--- config.mk ---
export PLATFORM = sky130hd
export DESIGN_NAME = ltile_div
export DESIGN_NICKNAME = d
export VERILOG_FILES = /design/src/hdl/line_tile_intersection_core_macros.svh /design/src/hdl/ltile_pkg.sv /design/src/hdl/ltile_div.sv
export SDC_FILE = /design/constraint.sdc
export NUM_CORES = 2
export LEC_CHECK = 0
export ABC_AREA = 1
export BUFFER_PORTS_ARGS = -buffer_cell sky130_fd_sc_hd__buf_4
export CORE_ASPECT_RATIO = 2
export CORE_MARGIN = 2
export CORE_UTILIZATION = 30
export DETAILED_ROUTE_END_ITERATION = 16
export GPL_TIMING_DRIVEN = 0
export PLACE_DENSITY = 0.52
export RECOVER_POWER = 100
export SLEW_MARGIN = 5
export SYNTH_ARGS = -nofsm -noshare
export SYNTH_HDL_FRONTEND = slang
export SYNTH_SLANG_ARGS = --single-unit
--- constraint.sdc ---
create_clock -name clock -period 6.8 [get_ports clock]
set_clock_uncertainty 0.05 [all_clocks]
set_input_delay 0.34 -clock clock [delete_from_list [all_inputs] [get_ports clock]]
set_output_delay 0.34 -clock clock [all_outputs]
set_load 0.02 [all_outputs]
--- src/hdl/line_tile_intersection_core_macros.svh ---
// Assertion macros for the line and tile intersection core.
// Taken in by line_tile_intersection_core, which checks its own pipeline control.
`ifndef LINE_TILE_INTERSECTION_CORE_MACROS_SVH
`define LINE_TILE_INTERSECTION_CORE_MACROS_SVH

// The consequent must hold in the same cycle as the antecedent.
`define LTILE_ASSERT_NOW(lbl, clk, rst, ante, cons, msg) \
   lbl: assert property (@(posedge clk) disable iff (rst) (ante) |-> (cons)) \
      else $error(msg);

// The consequent must hold in the cycle after the antecedent.
`define LTILE_ASSERT_NEXT(lbl, clk, rst, ante, cons, msg) \
   lbl: assert property (@(posedge clk) disable iff (rst) (ante) |=> (cons)) \
      else $error(msg);

`endif

--- src/hdl/ltile_pkg.sv ---
// Shared constants, types and helper functions of the line and tile intersection core.
// Used by ltile_div, line_tile_intersection_core and the testbench; depends on nothing else.
package ltile_pkg;

   localparam int TILE_BITS = 7;
   localparam int TILE_SIZE = 1 << TILE_BITS;

   localparam int PT_W  = 15;
   localparam int DIR_W = 16;
   localparam int OUT_W = 17;

   localparam int TX_W  = 16 - TILE_BITS;
   localparam int OFS_W = TILE_BITS + 1;
   localparam int NUM_W = TILE_BITS + 19;
   localparam int DEN_W = DIR_W + 1;
   localparam int Q_W   = NUM_W + 1;
   localparam int CW    = Q_W + 1;

   // One register for the magnitudes, one per quotient bit, one for the sign.
   localparam int DIV_LAT = NUM_W + 2;
   localparam int NUM_DIV = 7;

   localparam int IN_DATA_W  = ((2 * PT_W + 2 * DIR_W + 7) / 8) * 8;
   localparam int OUT_DATA_W = ((6 * OUT_W + 7) / 8) * 8;
   localparam int OUT_PAD_W  = OUT_DATA_W - 6 * OUT_W;

   localparam int NO_POINT = -4 * TILE_SIZE;
   localparam int FAR_OFS  = 4 * TILE_SIZE;

   // Divider slots.
   localparam int DIV_LEFT   = 0;
   localparam int DIV_RIGHT  = 1;
   localparam int DIV_TOP    = 2;
   localparam int DIV_BOTTOM = 3;
   localparam int DIV_ANTI_X = 4;
   localparam int DIV_ANTI_Y = 5;
   localparam int DIV_MAIN   = 6;

   typedef logic        [PT_W-1:0]  pt_type;
   typedef logic signed [DIR_W-1:0] dir_type;
   typedef logic signed [TX_W-1:0]  tidx_type;
   typedef logic        [OFS_W-1:0] ofs_type;
   typedef logic signed [NUM_W-1:0] num_type;
   typedef logic signed [DEN_W-1:0] den_type;
   typedef logic signed [Q_W-1:0]   quo_type;
   typedef logic signed [CW-1:0]    coord_type;
   typedef logic signed [OUT_W-1:0] out_type;

   typedef struct packed {
      pt_type   x;
      pt_type   y;
      dir_type  dx;
      dir_type  dy;
      tidx_type tx;
      tidx_type ty;
      ofs_type  ox;
      ofs_type  oy;
   } front_type;

   typedef struct packed {
      pt_type   x;
      pt_type   y;
      tidx_type tx;
      tidx_type ty;
      logic     dx_neg;
      logic     dy_neg;
      logic     dx_z;
      logic     dy_z;
      logic     sum_z;
      logic     diff_z;
   } side_type;

   typedef struct packed {
      coord_type ily;
      coord_type iry;
      coord_type itx;
      coord_type ibx;
      logic      hit_l;
      logic      hit_r;
      logic      hit_t;
      logic      hit_b;
      logic      on_l;
      logic      on_r;
      logic      on_t;
      logic      on_b;
      logic      anti_in;
      logic      main_in;
      quo_type   qax;
      quo_type   qay;
      quo_type   qm;
      tidx_type  tx;
      tidx_type  ty;
      logic      dx_neg;
      logic      dy_neg;
      logic      sum_z;
      logic      diff_z;
   } mid_type;

   typedef struct packed {
      out_type entry_x;
      out_type entry_y;
      out_type exit_x;
      out_type exit_y;
      out_type split_x;
      out_type split_y;
      logic    hit;
   } res_type;

   function automatic logic on_tile(input coord_type c, input tidx_type t);
      return (c >>> TILE_BITS) == coord_type'(t);
   endfunction

   // A point on the shared edge of two tiles counts for both of them.
   function automatic logic edge_hit(input coord_type c, input tidx_type t);
      return on_tile(c, t) || on_tile(c - coord_type'(1), t);
   endfunction

   function automatic coord_type corner(input tidx_type t);
      return coord_type'(t) <<< TILE_BITS;
   endfunction

endpackage

--- src/hdl/ltile_div.sv ---
// Pipelined signed divider, quotient truncated toward zero, one quotient bit per stage.
// Depends on ltile_pkg for the operand widths; the divisor must not be zero.
module ltile_div (
   input  logic                clock,
   input  logic                en,
   input  ltile_pkg::num_type  num_i,
   input  ltile_pkg::den_type  den_i,
   output ltile_pkg::quo_type  quo_o
);

   localparam int W = ltile_pkg::NUM_W;
   localparam int D = ltile_pkg::DEN_W;

   logic [D-1:0] rem_ff [0:W];
   logic [W-1:0] nq_ff  [0:W];
   logic [D-1:0] dm_ff  [0:W];
   logic         neg_ff [0:W];
   ltile_pkg::quo_type quo_ff;

   always_ff @(posedge clock) begin
      if (en) begin
         rem_ff[0] <= '0;
         nq_ff[0]  <= num_i[W-1] ? W'(-num_i) : W'(num_i);
         dm_ff[0]  <= den_i[D-1] ? D'(-den_i) : D'(den_i);
         neg_ff[0] <= num_i[W-1] ^ den_i[D-1];
      end
   end

   // Each stage brings down the next dividend bit and yields one quotient bit;
   // the dividend register fills up with quotient bits from the bottom.
   for (genvar k = 0; k < W; k++) begin : g_step
      logic [D:0]   shifted;
      logic [D:0]   diff;
      logic         ge;

      assign shifted = {rem_ff[k], nq_ff[k][W-1]};
      assign diff    = shifted - {1'b0, dm_ff[k]};
      assign ge      = shifted >= {1'b0, dm_ff[k]};

      always_ff @(posedge clock) begin
         if (en) begin
            rem_ff[k+1] <= ge ? diff[D-1:0] : shifted[D-1:0];
            nq_ff[k+1]  <= {nq_ff[k][W-2:0], ge};
            dm_ff[k+1]  <= dm_ff[k];
            neg_ff[k+1] <= neg_ff[k];
         end
      end
   end

   always_ff @(posedge clock) begin
      if (en) begin
         quo_ff <= neg_ff[W] ? -ltile_pkg::quo_type'({1'b0, nq_ff[W]})
                             :  ltile_pkg::quo_type'({1'b0, nq_ff[W]});
      end
   end

   assign quo_o = quo_ff;

endmodule

======== After elaboration in Yosys (flattened, before gate mapping) ========
Memories as Yosys holds them, arrays and structs flattened.
Index checks and enable logic that the tools add are counted.
word-level totals
  output and inout bits ................... 27
  memories kept ........................... 4
  RAM bits ................................ 1647
  bits in latches ......................... 0
  flip-flop bits (word level) ............. 27
  input bits .............................. 45
  ROM bits ................................ 0
memory list
  memory  depth  width  rd ports  clocked after Yosys merged registers in  wr ports  RTL line         RTL
  nq_ff   27     26     27        0                                        27        ltile_div.sv:15  logic [W-1:0] nq_ff [0:W];
  dm_ff   27     17     26        0                                        27        ltile_div.sv:16  logic [D-1:0] dm_ff [0:W];
  rem_ff  27     17     26        0                                        27        ltile_div.sv:14  logic [D-1:0] rem_ff [0:W];
  neg_ff  27     1      27        0                                        27        ltile_div.sv:17  logic neg_ff [0:W];
cells by class
  muxes and demuxes ....................... 31
  eq/ne operators ......................... 0
  bitwise logic cells ..................... 1
  order comparisons ....................... 26
  shifts and indexed selects .............. 0
  multipliers ............................. 0
  div/mod/pow operators ................... 0
  reduce and logical (&&, ||, !) cells .... 0
  add/sub/neg operators ................... 29
operators with widths
  cell                                                            count
  18-bit by 17-bit greater-or-equal comparator with 1-bit output  26
  17-bit two-way mux                                              27
  17-bit subtractor                                               26
  26-bit two-way mux                                              2
  26-bit negator with 27-bit output                               1
  26-bit negator                                                  1
  17-bit negator                                                  1
  1-bit two-way mux                                               2
  1-bit bitwise XOR                                               1

======== Logic depth before layout (Yosys ltp) ========
  depth in word-level cells ............... 2
  gate-level depth with buffers ........... 15

======== Least setup slack after synthesis ========
Ideal clock, no wire load.
  kind .................................... flip-flop to flip-flop
  start ................................... memory nq_ff[19][25] in the netlist's numbering
  end ..................................... memory rem_ff[1][71] in the netlist's numbering (data pin)
  stages on the path, launching flop included .. 16
  slack ................................... 4631 ps
  arrival time ............................ 1867 ps
  cell sequence ........................... edfxtp_1 > inv_1 > ha_1 > inv_1 > fa_1 > nand2_1 > nand2_1 > nand3b_1 > nand2_1 > nand2_1 > nand2_2 > nand2_4 > nand2_4 > buf_6 > nand2_1 > nand2_1
RTL lines
  item         RTL line
  from (decl)  ltile_div.sv:15
  to (decl)    ltile_div.sv:14

==> metrics.txt <==
CP Class primary input to flop; Fillers 29100; startpoint type of the worst setup path primary input; PD cells 426 nW/um2; Post-Syn Instances 9089; Slew Viols, Final 137; status finished with violations; final worst slack 2.13 ns; setup TNS 0 ns; cell repeated most along the worst path buf_16; port bufs 70; Max Cap Violations 2; Detailed Place HPWL 211000 um; Clk pin slew, worst setup/hold paths 0.06 ns; share of layout cells above drive strength 1 0.0508; TritonRoute pass-1 iters 6; Vias 59100; RSZ-0062 raised after global routing no; die width 381 um; die height 759 um; failing checks max-capacitance violations, max-slew violations; Starting Density 0.301; Post-CTS Hold Fix Bufs 64; syn avg cell area 9.40 um2; clk sinks 1623; Detail Route Antenna Nets 0; final setup fails 0; Max transition margin -1.40; drt wl/cell 19.6 um; Congestion Overflow GR 0; biggest cell delay along the critical path 2.26 ns; Distinct cells, synth 43; FF+latch count, synth 1623; Crit. End Element flop; final WL 261000 um; Clock Path Buffers 4; slowest CP cell clkbuf_2; Req. time, crit path 7.20 ns; H-tree depth 4; leakage power 45.0 nW; synthesized area 85400 um2; TritonCTS Buffers 169; fmax 214 MHz; initial antenna violation count 3; Worst path top cell family by delay buffers and inverters; vias in the first global route 61600; Worst EP arrival 5.06 ns; Tot GR Track Use 0.178; Max VDD drop 0.207 mV; via/cell ratio 4.44; pin slew with the least headroom to its limit 3.61 ns; crit path max fanout 182; Setup Fix Bufs, Post-CTS 0; row cnt 277; first-pass GRT wire length 379000 um; initial drt markers 2784; Final #Nets 9903; Die ar. 289000 um2; CP Cell Sequence dlygate4sd3_1 > clkbuf_2 > buf_16 > buf_16; CTS tree done; crit path time final 4.67 ns; fin crit share 0.686; Clock Latency Late Sink 0.85 ns; I/O pin count 72; gp weighted congestion 0.918; syn nets 9588; synth-to-layout area growth 12.7%; sequential fraction of the synthesis area 0.571; root buffer cell clkbuf_16; CTS resizes 0; DRC Markers 0; Core Footprint 284000 um2; largest net degree at the start of global routing 183; Synth Warn # 0; Hold WC Path Type primary input to flop; pre-CTS setup slack 3.57 ns; WP buf/inv 4; Final Hold Vio Count 0
==> cells in the final DEF (no fill, tap or decap), drive strengths merged <==
cell type    count
nand2         3344
inv           1698
edfxtp        1623
nand3          707
ha             430
nor2           427
clkbuf         260
a21oi          235
xor2           183
buf            101
dlygate4sd3     64
clkinv          60
nand4           55
or2             41
nor3            40
xnor2           35
and2            33
o21ai           33
nand3b          32
nor4            30
fa              24
and3            22
clkinvlp        21
bufinv          14
o21a            11
diode            9
o21bai           3
a31oi            2
o22ai            1
nor3b            1
o31ai            1
a21o             1
==> per-stage QoR <==
stage	power [W]	std cells	utilization	instance area (um2)	hold slack (ns)
2_1_floorplan	0.0258	9089	-	85400	0.350
3_3_place_gp	0.0327	12900	0.319	90600	0.350
3_5_place_dp	0.0324	12900	0.320	90900	0.355
4_1_cts	0.0420	13300	0.342	97000	0.0861
5_1_grt	0.0438	13300	0.339	96200	0.151
6_report	0.0410	13300	0.339	96300	0.157
==> cells in the mapped netlist <==
cell type / number / area [um2]
and2_1: 33 / 206
xor2_1: 183 / 1600
fa_1: 24 / 480
buf_6: 21 / 236
o21ai_0: 25 / 125
xnor2_1: 35 / 307
inv_2: 3 / 11.3
or2_2: 11 / 68.8
o21a_1: 11 / 82.6
nand2_2: 67 / 419
or2_0: 8 / 50.1
clkinv_1: 1 / 3.75
nand3b_1: 32 / 240
a21o_1: 1 / 7.51
edfxtp_1: 1623 / 48700
o22ai_1: 1 / 6.26
ha_1: 430 / 5380
nor3_1: 40 / 200
nor4_1: 8 / 50.1
a21oi_1: 234 / 1170
nor2_1: 384 / 1440
or2_1: 22 / 138
nor2_2: 21 / 131
buf_4: 41 / 308
nor3b_1: 1 / 7.51
a31oi_1: 2 / 12.5
buf_12: 1 / 20.0
buf_8: 3 / 45.0
nand3_1: 704 / 3520
inv_1: 1681 / 6310
clkbuf_1: 7 / 26.3
buf_2: 17 / 85.1
nor4_4: 22 / 468
nand3_2: 3 / 30.0
nand2_1: 3233 / 12100
nor2_4: 22 / 248
o21ai_2: 8 / 70.1
nand4_1: 55 / 344
o31ai_1: 1 / 7.51
nand2_4: 44 / 495
o21bai_1: 3 / 22.5
a21oi_2: 1 / 8.76
and3_1: 22 / 138
==> registers in the layout, indices dropped and copies added (netlist names) <==
| signal | count |
|---|---|
| nq_ff | 702 |
| neg_ff | 27 |
| quo_o | 27 |
| rem_ff | 425 |
| dm_ff | 442 |
==> report_power, final <==
group	switching, W	internal, W
sequential	0.00141	0.0136
combinational	0.0116	0.00509
clock	0.00409	0.00522
total	0.0171	0.0239
==> path summary, 6_finish.rpt <==
kind	startpoint	to	slack [ns]	depth (start not counted)
setup / recovery	en	nq_ff[23][5]$_DFFE_PP_	2.13	4
hold / removal	num_i[25]	nq_ff[0][6]$_DFFE_PP_	0.16	3
setup reg to reg	dm_ff[13][0]$_DFFE_PP_	rem_ff[0][248]$_DFFE_PP_	2.34	14
hold reg to reg	nq_ff[11][0]$_DFFE_PP_	nq_ff[12][1]$_DFFE_PP_	0.35	0
==> tightest hold or removal path: stages <==
cell	delay (ns)
clkbuf_1	0.23
o21ai_0	0.20
xor2_1	0.09
==> routing by layer <==
| layer | track usage | routed length (um) |
|---|---|---|
| met5 | 0 | 0 |
| met2 | 0.393 | 160000 |
| met3 | 0.0172 | 5460 |
| met1 | 0.123 | 68900 |
| met4 | 0.157 | 27100 |
==> cells by family after synthesis <==
family / synth area share
simple gates: 0.238
buf+inv: 0.0825
flops: 0.571
fa+ha+maj: 0.0686
compound gates: 0.0177
xor+xnor: 0.0224
==> final cells by class <==
type                       instances  area [um2]  share of cell area
antenna                            9        22.5            0.000234
buffer                            90         502             0.00521
clock buffer                     191        4400              0.0457
clock inverter                   108        1010              0.0105
inverter                        1685        6320              0.0657
multi-input combinational       5691       29200               0.304
sequential                      1623       48700               0.506
tap                             3766        4710              0.0490
timing repair buffer             144        1330              0.0138
No activity file was read; power rests on OpenSTA's default activity.
